==> src/rtl/rtcp_report_parser_defines.svh <==
// Assertion macros for the RTCP report parser.
// Used by rtcp_report_parser.sv; expects clk and rst_n in scope.
`ifndef RTCP_REPORT_PARSER_DEFINES_SVH
`define RTCP_REPORT_PARSER_DEFINES_SVH

// Check that cond implies check in the same cycle.
`define RP_ASSERT_NOW(lbl, cond, check, msg) \
    lbl: assert property (@(posedge clk) disable iff (!rst_n) (cond) |-> (check)) \
        else $error(msg);

// Check that cond implies check in the next cycle.
`define RP_ASSERT_NEXT(lbl, cond, check, msg) \
    lbl: assert property (@(posedge clk) disable iff (!rst_n) (cond) |=> (check)) \
        else $error(msg);

`endif

==> src/rtl/rtcp_rp_pkg.sv <==
// Shared types and constants of the RTCP report parser.
// No dependencies; the parser and the result queue import it.
package rtcp_rp_pkg;

    localparam int MAX_PACKET_BYTES_DEF = 2047;
    localparam int QUEUE_DEPTH          = 4;
    localparam int REC_BYTES            = 24;

    // Packet kinds
    localparam logic [1:0] KIND_RR  = 2'd0;
    localparam logic [1:0] KIND_SR  = 2'd1;
    localparam logic [1:0] KIND_PLI = 2'd2;

    // Record kinds
    localparam logic [1:0] REC_HEADER = 2'd0;
    localparam logic [1:0] REC_INFO   = 2'd1;
    localparam logic [1:0] REC_REPORT = 2'd2;
    localparam logic [1:0] REC_END    = 2'd3;

    // End status codes
    localparam logic [1:0] ST_OK    = 2'd0;
    localparam logic [1:0] ST_SHORT = 2'd1;
    localparam logic [1:0] ST_TRUNC = 2'd2;

    // Byte counts of the records and length rules
    localparam int HEAD_BYTES    = 4;
    localparam int RR_INFO_BYTES = 4;
    localparam int SR_INFO_BYTES = 24;
    localparam int PLI_INFO_BYTES = 8;
    localparam int RR_MIN_BYTES  = 8;
    localparam int SR_MIN_BYTES  = 28;
    localparam int PLI_BYTES     = 12;

    typedef struct packed {
        logic [1:0]  record_kind;
        logic [1:0]  status;
        logic        rtcp_like;
        logic [31:0] ssrc;
        logic [31:0] word_a;
        logic [31:0] word_b;
        logic [31:0] word_c;
        logic [31:0] word_d;
        logic [31:0] word_e;
        logic [7:0]  frac_lost;
        logic [23:0] cum_lost;
        logic        last_result;
    } rec_t;

    // Up to two records pushed per accepted byte
    typedef struct packed {
        logic [1:0] count;
        rec_t       first;
        rec_t       second;
    } push_t;

endpackage

==> src/rtl/rtcp_rp_byte_if.sv <==
// Input channel of the RTCP report parser: one packet byte per word.
// No dependencies.
interface rtcp_rp_byte_if;
    logic       valid;
    logic       ready;
    logic [7:0] data_byte;
    logic       end_of_packet;
    logic [1:0] packet_kind;

    modport source (output valid, output data_byte, output end_of_packet,
                    output packet_kind, input ready);
    modport sink   (input valid, input data_byte, input end_of_packet,
                    input packet_kind, output ready);
endinterface

==> src/rtl/rtcp_rp_rec_if.sv <==
// Output channel of the RTCP report parser: one decoded record per word.
// No dependencies.
interface rtcp_rp_rec_if;
    logic        valid;
    logic        ready;
    logic [1:0]  record_kind;
    logic [1:0]  status;
    logic        rtcp_like;
    logic [31:0] ssrc;
    logic [31:0] word_a;
    logic [31:0] word_b;
    logic [31:0] word_c;
    logic [31:0] word_d;
    logic [31:0] word_e;
    logic [7:0]  frac_lost;
    logic [23:0] cum_lost;
    logic        last_result;

    modport source (output valid, output record_kind, output status, output rtcp_like,
                    output ssrc, output word_a, output word_b, output word_c,
                    output word_d, output word_e, output frac_lost,
                    output cum_lost, output last_result, input ready);
    modport sink   (input valid, input record_kind, input status, input rtcp_like,
                    input ssrc, input word_a, input word_b, input word_c,
                    input word_d, input word_e, input frac_lost,
                    input cum_lost, input last_result, output ready);
endinterface

==> src/rtl/rtcp_report_parser.sv <==
// RTCP report parser top level: byte-wise decoder of RR, SR and PLI packets.
// Depends on rtcp_rp_pkg, rtcp_rp_byte_if, rtcp_rp_rec_if, rtcp_rp_queue and
// rtcp_report_parser_defines.svh.
//
// Usage:
//   byte_in carries one packet byte per word in wire order; end_of_packet
//   marks the final byte, packet_kind (0 RR, 1 SR, 2 PLI) is sampled on the
//   first byte of each packet only.
//   rec_out carries decoded records: the common header, then sender or
//   feedback info, then report blocks, each as soon as its last byte lands;
//   the final byte of a packet also yields an end record with the status.
//   last_result flags the last record caused by a byte.
// Output: a record enters the result queue with the byte that completes it
//   and is offered on rec_out from there. Throughput: one byte per cycle; a
//   byte never causes more than two records, and the four-entry result queue
//   lets bytes in while it has room for two.
// Stall: when rec_out is held off the queue fills and ready on byte_in
//   drops once fewer than two entries are free; nothing is lost.
// Reset: rst_n clears the parser to wait for the first byte of a packet and
//   empties the result queue.
// The byte offset counter saturates at MAX_PACKET_BYTES.
`include "rtcp_report_parser_defines.svh"

module rtcp_report_parser #(
    parameter int MAX_PACKET_BYTES = rtcp_rp_pkg::MAX_PACKET_BYTES_DEF
) (
    input  logic          clk,
    input  logic          rst_n,
    rtcp_rp_byte_if.sink  byte_in,
    rtcp_rp_rec_if.source rec_out
);
    import rtcp_rp_pkg::*;

    localparam int OffW  = $clog2(MAX_PACKET_BYTES + 1);
    localparam int FillW = $clog2(REC_BYTES + 1);

    typedef enum logic [1:0] {PH_HEAD, PH_INFO, PH_REPORTS, PH_IDLE} phase_t;

    // Parser state
    phase_t           phase_reg;
    phase_t           phase_next;
    logic [FillW-1:0] fill_reg;
    logic [FillW-1:0] fill_next;
    logic [4:0]       left_reg;
    logic [4:0]       left_next;
    logic [OffW-1:0]  off_reg;
    logic [OffW-1:0]  off_next;
    logic [1:0]       kind_reg;
    logic [1:0]       kind_next;
    logic             in_packet_reg;
    logic             in_packet_next;
    logic [7:0]       rb_reg [REC_BYTES];

    // Per-byte working values
    logic             accept;
    logic             start;
    logic             eop;
    logic [7:0]       b;
    phase_t           phase_eff;
    logic [FillW-1:0] fill_eff;
    logic [FillW-1:0] fill_inc;
    logic [FillW-1:0] info_target;
    logic [4:0]       left_eff;
    logic [OffW-1:0]  off_eff;
    logic [OffW-1:0]  off_inc;
    logic [7:0]       eb [REC_BYTES];
    logic             have_data;
    logic             bad_len;
    rec_t             data_rec;
    rec_t             end_rec;
    push_t            push;
    logic             q_space;
    logic             q_valid;
    rec_t             q_head;

    assign accept = byte_in.valid && byte_in.ready;
    assign start  = !in_packet_reg;
    assign eop    = byte_in.end_of_packet;
    assign b      = byte_in.data_byte;

    always_comb
    begin
        kind_next = start ? byte_in.packet_kind : kind_reg;
        phase_eff = start ? PH_HEAD : phase_reg;
        fill_eff  = start ? '0 : fill_reg;
        left_eff  = start ? '0 : left_reg;
        off_eff   = start ? '0 : off_reg;
        off_inc   = (off_eff < OffW'(MAX_PACKET_BYTES)) ? off_eff + 1'b1 : off_eff;
        fill_inc  = fill_eff + 1'b1;

        // Current record bytes with the incoming byte merged in
        for (int k = 0; k < REC_BYTES; k++)
        begin
            eb[k] = (fill_eff == FillW'(k)) ? b : rb_reg[k];
        end

        case (kind_next)
            KIND_RR: info_target = FillW'(RR_INFO_BYTES);
            KIND_SR: info_target = FillW'(SR_INFO_BYTES);
            default: info_target = FillW'(PLI_INFO_BYTES);
        endcase

        phase_next = phase_eff;
        fill_next  = fill_eff;
        left_next  = left_eff;
        have_data  = 1'b0;
        data_rec   = '0;

        if (phase_eff != PH_IDLE)
        begin
            fill_next = fill_inc;
            case (phase_eff)
                PH_HEAD:
                begin
                    if (fill_inc == FillW'(HEAD_BYTES))
                    begin
                        have_data            = 1'b1;
                        data_rec.record_kind = REC_HEADER;
                        data_rec.rtcp_like   = (eb[0] inside {[8'd128:8'd191]}) &&
                                               (eb[1] inside {[8'd192:8'd223]});
                        data_rec.word_a      = {30'd0, eb[0][7:6]};
                        data_rec.word_b      = {31'd0, eb[0][5]};
                        data_rec.word_c      = {27'd0, eb[0][4:0]};
                        data_rec.word_d      = {24'd0, eb[1]};
                        data_rec.word_e      = {16'd0, eb[2], eb[3]};
                        left_next            = eb[0][4:0];
                        fill_next            = '0;
                        phase_next           = (kind_next <= KIND_PLI) ? PH_INFO : PH_IDLE;
                    end
                end
                PH_INFO:
                begin
                    if (fill_inc == info_target)
                    begin
                        have_data            = 1'b1;
                        data_rec.record_kind = REC_INFO;
                        data_rec.ssrc        = {eb[0], eb[1], eb[2], eb[3]};
                        if (kind_next == KIND_SR)
                        begin
                            data_rec.word_a = {eb[4], eb[5], eb[6], eb[7]};
                            data_rec.word_b = {eb[8], eb[9], eb[10], eb[11]};
                            data_rec.word_c = {eb[12], eb[13], eb[14], eb[15]};
                            data_rec.word_d = {eb[16], eb[17], eb[18], eb[19]};
                            data_rec.word_e = {eb[20], eb[21], eb[22], eb[23]};
                        end
                        else if (kind_next == KIND_PLI)
                        begin
                            data_rec.word_a = {eb[4], eb[5], eb[6], eb[7]};
                        end
                        fill_next  = '0;
                        phase_next = (kind_next != KIND_PLI && left_eff != '0) ?
                                     PH_REPORTS : PH_IDLE;
                    end
                end
                default:
                begin
                    if (fill_inc == FillW'(REC_BYTES))
                    begin
                        have_data            = 1'b1;
                        data_rec.record_kind = REC_REPORT;
                        data_rec.ssrc        = {eb[0], eb[1], eb[2], eb[3]};
                        data_rec.frac_lost   = eb[4];
                        data_rec.cum_lost    = {eb[5], eb[6], eb[7]};
                        data_rec.word_a      = {eb[8], eb[9], eb[10], eb[11]};
                        data_rec.word_b      = {eb[12], eb[13], eb[14], eb[15]};
                        data_rec.word_c      = {eb[16], eb[17], eb[18], eb[19]};
                        data_rec.word_d      = {eb[20], eb[21], eb[22], eb[23]};
                        fill_next            = '0;
                        left_next            = left_eff - 1'b1;
                        if (left_next == '0)
                        begin
                            phase_next = PH_IDLE;
                        end
                    end
                end
            endcase
        end

        // Length check on the final byte
        case (kind_next)
            KIND_RR:  bad_len = (off_inc < OffW'(RR_MIN_BYTES));
            KIND_SR:  bad_len = (off_inc < OffW'(SR_MIN_BYTES));
            KIND_PLI: bad_len = (off_inc != OffW'(PLI_BYTES));
            default:  bad_len = 1'b1;
        endcase

        end_rec             = '0;
        end_rec.record_kind = REC_END;
        end_rec.last_result = 1'b1;
        if (bad_len)
        begin
            end_rec.status = ST_SHORT;
        end
        else if (phase_next == PH_REPORTS && left_next != '0 && fill_next != '0)
        begin
            end_rec.status = ST_TRUNC;
        end
        else
        begin
            end_rec.status = ST_OK;
        end

        data_rec.last_result = !eop;
        off_next             = off_inc;
        in_packet_next       = 1'b1;

        // End of packet: drop back to waiting for a new packet
        if (eop)
        begin
            phase_next     = PH_HEAD;
            fill_next      = '0;
            left_next      = '0;
            off_next       = '0;
            in_packet_next = 1'b0;
        end

        // Pack the records into the queue, data record first
        push = '0;
        if (accept)
        begin
            push.count  = {1'b0, have_data} + {1'b0, eop};
            push.first  = have_data ? data_rec : end_rec;
            push.second = end_rec;
        end
    end

    // Control state advances on each accepted byte
    always_ff @(posedge clk or negedge rst_n)
    begin
        if (!rst_n)
        begin
            phase_reg     <= PH_HEAD;
            fill_reg      <= '0;
            left_reg      <= '0;
            off_reg       <= '0;
            kind_reg      <= KIND_RR;
            in_packet_reg <= 1'b0;
        end
        else if (accept)
        begin
            phase_reg     <= phase_next;
            fill_reg      <= fill_next;
            left_reg      <= left_next;
            off_reg       <= off_next;
            kind_reg      <= kind_next;
            in_packet_reg <= in_packet_next;
        end
    end

    // Record byte buffer: hold bytes of the record being assembled
    always_ff @(posedge clk)
    begin
        if (accept && phase_eff != PH_IDLE)
        begin
            rb_reg[fill_eff] <= b;
        end
    end

    rtcp_rp_queue u_queue (
        .clk        (clk),
        .rst_n      (rst_n),
        .push       (push),
        .space      (q_space),
        .head_valid (q_valid),
        .head       (q_head),
        .pop        (rec_out.ready)
    );

    assign byte_in.ready       = q_space;
    assign rec_out.valid       = q_valid;
    assign rec_out.record_kind = q_head.record_kind;
    assign rec_out.status      = q_head.status;
    assign rec_out.rtcp_like   = q_head.rtcp_like;
    assign rec_out.ssrc        = q_head.ssrc;
    assign rec_out.word_a      = q_head.word_a;
    assign rec_out.word_b      = q_head.word_b;
    assign rec_out.word_c      = q_head.word_c;
    assign rec_out.word_d      = q_head.word_d;
    assign rec_out.word_e      = q_head.word_e;
    assign rec_out.frac_lost   = q_head.frac_lost;
    assign rec_out.cum_lost    = q_head.cum_lost;
    assign rec_out.last_result = q_head.last_result;

    `RP_ASSERT_NOW(a_idle_fill_clear, phase_reg == PH_IDLE, fill_reg == '0,
        "fill count not cleared in idle phase")
    `RP_ASSERT_NOW(a_fill_in_range, 1'b1, fill_reg < FillW'(REC_BYTES),
        "fill count beyond record buffer")
    `RP_ASSERT_NEXT(a_eop_closes, accept && eop, !in_packet_reg && off_reg == '0,
        "end of packet did not close the packet")
    `RP_ASSERT_NEXT(a_mid_packet, accept && !eop, in_packet_reg,
        "packet closed without end of packet")

endmodule

==> src/rtl/rtcp_rp_queue.sv <==
// Result queue of the RTCP report parser: takes up to two records a cycle,
// hands out one. Depends on rtcp_rp_pkg.
module rtcp_rp_queue (
    input  logic                clk,
    input  logic                rst_n,
    input  rtcp_rp_pkg::push_t  push,
    output logic                space,
    output logic                head_valid,
    output rtcp_rp_pkg::rec_t   head,
    input  logic                pop
);
    import rtcp_rp_pkg::*;

    localparam int PtrW = $clog2(QUEUE_DEPTH);
    localparam int CntW = $clog2(QUEUE_DEPTH + 1);

    rec_t            entry_reg [QUEUE_DEPTH];
    logic [PtrW-1:0] wptr_reg;
    logic [PtrW-1:0] wptr_next;
    logic [PtrW-1:0] wptr_plus;
    logic [PtrW-1:0] rptr_reg;
    logic [CntW-1:0] count_reg;
    logic [CntW-1:0] count_next;
    logic            do_pop;

    assign do_pop     = pop && (count_reg != '0);
    assign head_valid = (count_reg != '0);
    assign head       = entry_reg[rptr_reg];
    // Room for a full pair of records
    assign space      = (count_reg <= CntW'(QUEUE_DEPTH - 2));
    assign wptr_plus  = wptr_reg + 1'b1;
    assign wptr_next  = wptr_reg + PtrW'(push.count);
    assign count_next = count_reg + CntW'(push.count) - CntW'(do_pop);

    always_ff @(posedge clk or negedge rst_n)
    begin
        if (!rst_n)
        begin
            wptr_reg  <= '0;
            rptr_reg  <= '0;
            count_reg <= '0;
        end
        else
        begin
            wptr_reg  <= wptr_next;
            count_reg <= count_next;
            if (do_pop)
            begin
                rptr_reg <= rptr_reg + 1'b1;
            end
        end
    end

    always_ff @(posedge clk)
    begin
        if (push.count != 2'd0)
        begin
            entry_reg[wptr_reg] <= push.first;
        end
        if (push.count == 2'd2)
        begin
            entry_reg[wptr_plus] <= push.second;
        end
    end

endmodule

==> src/flat_wrapper.sv <==
// flat-port wrapper written by rule: the top's interface ports become plain ports
module rtcp_report_parser_flat import rtcp_rp_pkg::*;
#(
    parameter int MAX_PACKET_BYTES = rtcp_rp_pkg::MAX_PACKET_BYTES_DEF
)
  (clk, rst_n, byte_in_valid, byte_in_data_byte, byte_in_end_of_packet, byte_in_packet_kind, byte_in_ready, rec_out_valid, rec_out_record_kind, rec_out_status, rec_out_rtcp_like, rec_out_ssrc, rec_out_word_a, rec_out_word_b, rec_out_word_c, rec_out_word_d, rec_out_word_e, rec_out_frac_lost, rec_out_cum_lost, rec_out_last_result, rec_out_ready);
  rtcp_rp_byte_if byte_in_i ();
  rtcp_rp_rec_if rec_out_i ();
  input  logic clk;
  input  logic rst_n;
  input wire logic [$bits(byte_in_i.valid)-1:0] byte_in_valid;
  input wire logic [$bits(byte_in_i.data_byte)-1:0] byte_in_data_byte;
  input wire logic [$bits(byte_in_i.end_of_packet)-1:0] byte_in_end_of_packet;
  input wire logic [$bits(byte_in_i.packet_kind)-1:0] byte_in_packet_kind;
  output wire logic [$bits(byte_in_i.ready)-1:0] byte_in_ready;
  output wire logic [$bits(rec_out_i.valid)-1:0] rec_out_valid;
  output wire logic [$bits(rec_out_i.record_kind)-1:0] rec_out_record_kind;
  output wire logic [$bits(rec_out_i.status)-1:0] rec_out_status;
  output wire logic [$bits(rec_out_i.rtcp_like)-1:0] rec_out_rtcp_like;
  output wire logic [$bits(rec_out_i.ssrc)-1:0] rec_out_ssrc;
  output wire logic [$bits(rec_out_i.word_a)-1:0] rec_out_word_a;
  output wire logic [$bits(rec_out_i.word_b)-1:0] rec_out_word_b;
  output wire logic [$bits(rec_out_i.word_c)-1:0] rec_out_word_c;
  output wire logic [$bits(rec_out_i.word_d)-1:0] rec_out_word_d;
  output wire logic [$bits(rec_out_i.word_e)-1:0] rec_out_word_e;
  output wire logic [$bits(rec_out_i.frac_lost)-1:0] rec_out_frac_lost;
  output wire logic [$bits(rec_out_i.cum_lost)-1:0] rec_out_cum_lost;
  output wire logic [$bits(rec_out_i.last_result)-1:0] rec_out_last_result;
  input wire logic [$bits(rec_out_i.ready)-1:0] rec_out_ready;
  assign byte_in_i.valid = byte_in_valid;
  assign byte_in_i.data_byte = byte_in_data_byte;
  assign byte_in_i.end_of_packet = byte_in_end_of_packet;
  assign byte_in_i.packet_kind = byte_in_packet_kind;
  assign byte_in_ready = byte_in_i.ready;
  assign rec_out_valid = rec_out_i.valid;
  assign rec_out_record_kind = rec_out_i.record_kind;
  assign rec_out_status = rec_out_i.status;
  assign rec_out_rtcp_like = rec_out_i.rtcp_like;
  assign rec_out_ssrc = rec_out_i.ssrc;
  assign rec_out_word_a = rec_out_i.word_a;
  assign rec_out_word_b = rec_out_i.word_b;
  assign rec_out_word_c = rec_out_i.word_c;
  assign rec_out_word_d = rec_out_i.word_d;
  assign rec_out_word_e = rec_out_i.word_e;
  assign rec_out_frac_lost = rec_out_i.frac_lost;
  assign rec_out_cum_lost = rec_out_i.cum_lost;
  assign rec_out_last_result = rec_out_i.last_result;
  assign rec_out_i.ready = rec_out_ready;
  rtcp_report_parser #(.MAX_PACKET_BYTES(MAX_PACKET_BYTES)) u_core (.clk(clk), .rst_n(rst_n), .byte_in(byte_in_i), .rec_out(rec_out_i));
endmodule
==> config.mk <==
export PLATFORM = sky130hd
export DESIGN_NAME = rtcp_report_parser_flat
export DESIGN_NICKNAME = d
export VERILOG_FILES = /design/src/rtl/rtcp_rp_pkg.sv /design/src/rtl/rtcp_rp_byte_if.sv /design/src/rtl/rtcp_rp_rec_if.sv /design/src/rtl/rtcp_report_parser.sv /design/src/rtl/rtcp_rp_queue.sv /design/src/flat_wrapper.sv
export VERILOG_INCLUDE_DIRS = /design/src /design/src/rtl
export SDC_FILE = /design/constraint.sdc
export NUM_CORES = 2
export LEC_CHECK = 0
export BUFFER_PORTS_ARGS = -buffer_cell sky130_fd_sc_hd__buf_2
export CAP_MARGIN = 20
export CORE_MARGIN = 1
export CORE_UTILIZATION = 53
export DETAILED_ROUTE_END_ITERATION = 10
export PLACE_DENSITY = 0.71
export SETUP_SLACK_MARGIN = 0.5
export SYNTH_ARGS = -nofsm -noshare
export SYNTH_HDL_FRONTEND = slang
export SYNTH_SLANG_ARGS = --single-unit
==> constraint.sdc <==
create_clock -name clk -period 12.3 [get_ports clk]
set_input_delay 0.615 -clock clk [delete_from_list [all_inputs] [get_ports clk]]
set_output_delay 0.615 -clock clk [all_outputs]
set_load 0.02 [all_outputs]
==> impl_results.rst <==
.. list-table::
   :header-rows: 1

   * - Metric
     - Value
   * - Placed instance count
     - ~5300
   * - Number of top-level design ports
     - 247
   * - Crit path kind
     - reg -> reg
   * - Power density over the cells
     - 177 nW/um2
   * - Effective utilization at floorplan
     - around 54%
   * - Biggest area consumer among synthesized cells
     - sky130_fd_sc_hd__dfxtp_1
   * - # DRC
     - 0
   * - Run status
     - finished clean
   * - Highest fanout seen on the critical path
     - 155
   * - Leading register cell type out of synthesis
     - sky130_fd_sc_hd__dfxtp_1
   * - Relative slew margins
     - 15.7%
   * - Half-perimeter wire length after detailed placement
     - 86600 um
   * - Wire length of the first global-routing pass
     - ~210000 um
   * - Number of global-route vias before repair
     - 33200
   * - Proportion of power drawn by the clock network
     - 39.4%
   * - Setup TNS
     - 0 ns
   * - Portion of the post-synthesis area used by sequential elements
     - 54.8%
   * - Number of antenna violations at the first check in global routing
     - 7
   * - Req. time, crit path
     - 12.92 ns
   * - Worst hold path startpoint
     - byte_in_data_byte[0]
   * - Post-synthesis average cell area
     - 11.0 um2
   * - Number of failing hold endpoints at the final stage
     - 0
   * - Die area
     - 88000 um2
   * - Post-placement setup slack
     - 5.18 ns
   * - Maximum level of the CTS H-tree
     - 3
   * - Proportion of layout cells with a drive suffix above 1
     - ~18%
   * - Worst reg-to-reg path cell count
     - 18
   * - Cells along the critical path
     - nand2_1 -> inv_1 -> ha_1 -> nand3_1 -> nor2_1 -> ha_1 -> or3b_4 -> a221oi_4 -> o21ai_2 -> nand3_1 -> ha_1 -> o21bai_1 -> or3_2 -> buf_4 -> and2_4 -> buf_12 -> nand2_1 -> o21ai_1
   * - Count of standard-cell rows
     - 107
   * - Total number of nets in the final design
     - 4306
   * - Count of max-cap constraint violations
     - 0
   * - Share of total power consumed by net switching
     - 29.3%
   * - Register share of total power
     - 44.0%
   * - Sink Count
     - 1145
   * - Yosys warns
     - 0
   * - Filler cell count in the final layout
     - 6849
   * - Arrival @ worst endpoint
     - about 7.8 ns
   * - Largest net degree at the start of global routing
     - 156
   * - Number of vias per cell
     - 6.42
   * - Main area contributors after synthesis
     - sky130_fd_sc_hd__dfxtp_1, sky130_fd_sc_hd__edfxtp_1, sky130_fd_sc_hd__mux4_2, sky130_fd_sc_hd__nand2_1, sky130_fd_sc_hd__o21ai_0
   * - Total count of max-transition violations in the final report
     - 0
   * - Transition time at the pin with the least slew margin
     - about 1.3 ns
   * - Cells on Worst Hold Path
     - 1
   * - Clock tree root driver cell
     - sky130_fd_sc_hd__clkbuf_16
   * - Cell count along the critical path
     - 18
   * - Worst hold path type
     - in -> reg
   * - Design internal power
     - 6.48 mW
   * - Gr usage total
     - 31.2%
   * - Net Count, Synth
     - approximately 4200
   * - Final Critical Period
     - about 7.2 ns
   * - Cell count after synthesis
     - 4193
   * - Leakage power
     - 19.9 nW
   * - Source-to-sink clock delay at the later pin of the worst-skew pair
     - 0.73 ns
   * - Max VDD drop
     - 239 uV
   * - Maximum buffer depth of the clock tree
     - 3
   * - Post-synth cell types
     - a little under 90
   * - Proportion of netlist area held by the largest area contributor
     - 39.1%
   * - Drt total wl
     - 141000 um
   * - Routed vias
     - 35400
   * - Antenna-violating nets left
     - 0
   * - Post-Layout Cell Count
     - about 5500
   * - Detailed-router iteration count before antenna repair
     - 6
   * - Total grt overflow
     - 0
   * - DRC marker count from the first detailed-route iteration
     - 4251
   * - Worst clock skew
     - roughly 0.041 ns
   * - Clock buffer count from CTS
     - 114
   * - Number of enable-type register cells in the synthesized netlist
     - 212
   * - CP max stage delay
     - between 0.9 and 1 ns
   * - CTS clock-pin slew for the worst setup and hold paths
     - 0.06 ns
   * - Core Region
     - roughly 86000 um2
   * - Final critical-path setup slack
     - a little over 5 ns
   * - Summed instance area of the synthesized netlist
     - ~46000 um2
   * - Max stage delay cell, worst path
     - sky130_fd_sc_hd__and2_4
   * - Cell mode on critical path
     - sky130_fd_sc_hd__ha_1
   * - ANT cells
     - 0
   * - Critical Path Sink Type
     - flop
   * - Horizontal die dimension
     - 297 um
   * - Share of synthesized registers carrying an async set or reset
     - 2.88%
   * - Startpoint of the most critical register-to-register path
     - u_core.fill_reg[1]$_DFFE_PN0P_
   * - Hold Worst Slack
     - between 0.2 and 0.25 ns
   * - F_max
     - 140 MHz
   * - Number of instances resized during post-cts repair
     - 0
   * - Final setup fails
     - 0
   * - Final routed wire length divided by cell count
     - 25.5 um
   * - Bufs and invs on worst path
     - 3
   * - RSZ-0062 raised after global routing
     - false
   * - Buffers on Ports
     - 246
   * - Placer's final routability congestion estimate
     - about 0.96
   * - Synth-to-layout area growth
     - 12.8%
   * - Element type at the critical path start
     - flop
   * - Kind of cell adding the most delay to the critical path
     - simple AND/OR/NAND/NOR gates
   * - Height of the die
     - slightly below 300 um
   * - Clock tree from TritonCTS
     - built
   * - Max reg flops
     - 920
   * - Switch Pwr
     - ~2.7 mW
   * - Logic gate share of total power
     - 16.7%
   * - Source of the critical timing path
     - u_core.fill_reg[1]$_DFFE_PN0P_
   * - Synth Register Bits
     - 1145
   * - Period utilisation layout
     - about three fifths
[stage by stage]
| stage | utilization (%) | power (mW) | instance area [um2] |
|---|---|---|---|
| after floorplan | - | 5.15 | 46000 |
| after global placement | 56.0 | 5.63 | 47900 |
| after detailed placement | 56.0 | 5.63 | 47900 |
| after CTS | 60.7 | 9.19 | 51900 |
| after global routing | 60.7 | 9.44 | 51900 |
| final | 60.7 | 9.17 | 51900 |
[layout make-up]
| class | instances | area, um2 | area share [%] |
|---|---|---|---|
| clock inverters | 48 | 515 | 0.993 |
| multi-input cells | 2686 | 19500 | 37.6 |
| well taps | 1144 | 1430 | 2.76 |
| repair buffers | 308 | 1740 | 3.35 |
| inverters | 20 | 75.1 | 0.145 |
| flip-flops and latches | 1145 | 25200 | 48.6 |
| clock buffers | 168 | 3430 | 6.61 |
[placed cells by master, fill, tap and decap left out, types with 23 or more instances in the layout]
cell type	count
sky130_fd_sc_hd__dfxtp_1	900
sky130_fd_sc_hd__nand2_1	831
sky130_fd_sc_hd__o21ai_0	582
sky130_fd_sc_hd__buf_2	246
sky130_fd_sc_hd__mux4_2	230
sky130_fd_sc_hd__edfxtp_1	212
sky130_fd_sc_hd__mux2i_1	187
sky130_fd_sc_hd__a22o_1	158
sky130_fd_sc_hd__o221ai_1	121
sky130_fd_sc_hd__clkbuf_16	120
sky130_fd_sc_hd__nor2_1	93
sky130_fd_sc_hd__o21ai_1	79
sky130_fd_sc_hd__o22a_1	76
sky130_fd_sc_hd__buf_4	58
sky130_fd_sc_hd__dfrtp_1	31
sky130_fd_sc_hd__o22ai_1	30
sky130_fd_sc_hd__and2_1	29
sky130_fd_sc_hd__a21oi_1	29
sky130_fd_sc_hd__clkinv_2	29
sky130_fd_sc_hd__clkbuf_8	25
sky130_fd_sc_hd__clkbuf_1	23
[metal layers]
| layer | up-vias | routed length, um | global-route usage, % | part of all wire, % |
|---|---|---|---|---|
| li1 | 15600 | - | - | - |
| met1 | 17700 | 57400 | 44.8 | 41 |
| met2 | 1871 | 63000 | 46.2 | 45 |
| met3 | 270 | 14700 | 5.95 | 10 |
| met4 | 2 | 5620 | 12.9 | 4.0 |
| met5 | - | 8 | 0 | 0.0057 |
[path summary, 6_finish.rpt]
kind,end,slack [ns]
setup / recovery,u_core.u_queue.entry_reg[0][96]$_SDFFE_PP0P_,5.13
hold / removal,u_core.rb_reg[7][0]$_DFFE_PP_,0.24
setup reg to reg,u_core.u_queue.entry_reg[0][96]$_SDFFE_PP0P_,5.13
hold reg to reg,u_core.u_queue.entry_reg[3][85]$_SDFFE_PP0N_,0.45
max in group asynchronous,u_core.u_queue.rptr_reg[1]$_DFFE_PN0P_,11.16
min in group asynchronous,u_core.left_reg[0]$_DFFE_PN0P_,0.52
[power groups by stage]
stage / logic (mW) / clock network [mW] / registers [mW]
after floorplan: 1.17 / 0 / 3.98
after global placement: 1.52 / 0 / 4.11
after detailed placement: 1.52 / 0 / 4.11
after CTS: 1.52 / 3.63 / 4.03
after global routing: 1.61 / 3.78 / 4.05
final: 1.53 / 3.61 / 4.03
[Yosys cell counts (all sizes together), types with 6 or more instances]
cell	n
clkbuf	286
nand2	838
nor3	19
mux4	230
xor2	6
ha	15
o31ai	6
buf	56
o22a	76
a211oi	11
xnor2	9
nor2	98
and3	8
dfrtp	33
or3	8
a22o	158
o21ai	663
nand3	19
o221ai	121
edfxtp	212
dfxtp	900
a21oi	30
o21a	7
inv	19
and2	30
nand4	11
a31oi	10
mux2	6
o22ai	36
nor2b	6
mux2i	187
[kinds of logic after synthesis]
kind of cell / synth area share [%]
muxes: 15.5
and+or+nand+nor: 9.68
xor gates and xnor gates: 0.285
AOI/OAI and AO/OA: 16.3
DFF: 54.8
adders and majority gates: 0.451
buffers and inverters: 3.09
[timing repair]
item,in CTS,in global routing
hold buffers,1,0
hold endpoints to repair,5,0
setup buffers,0,0
(Power assumes the default switching activity.)
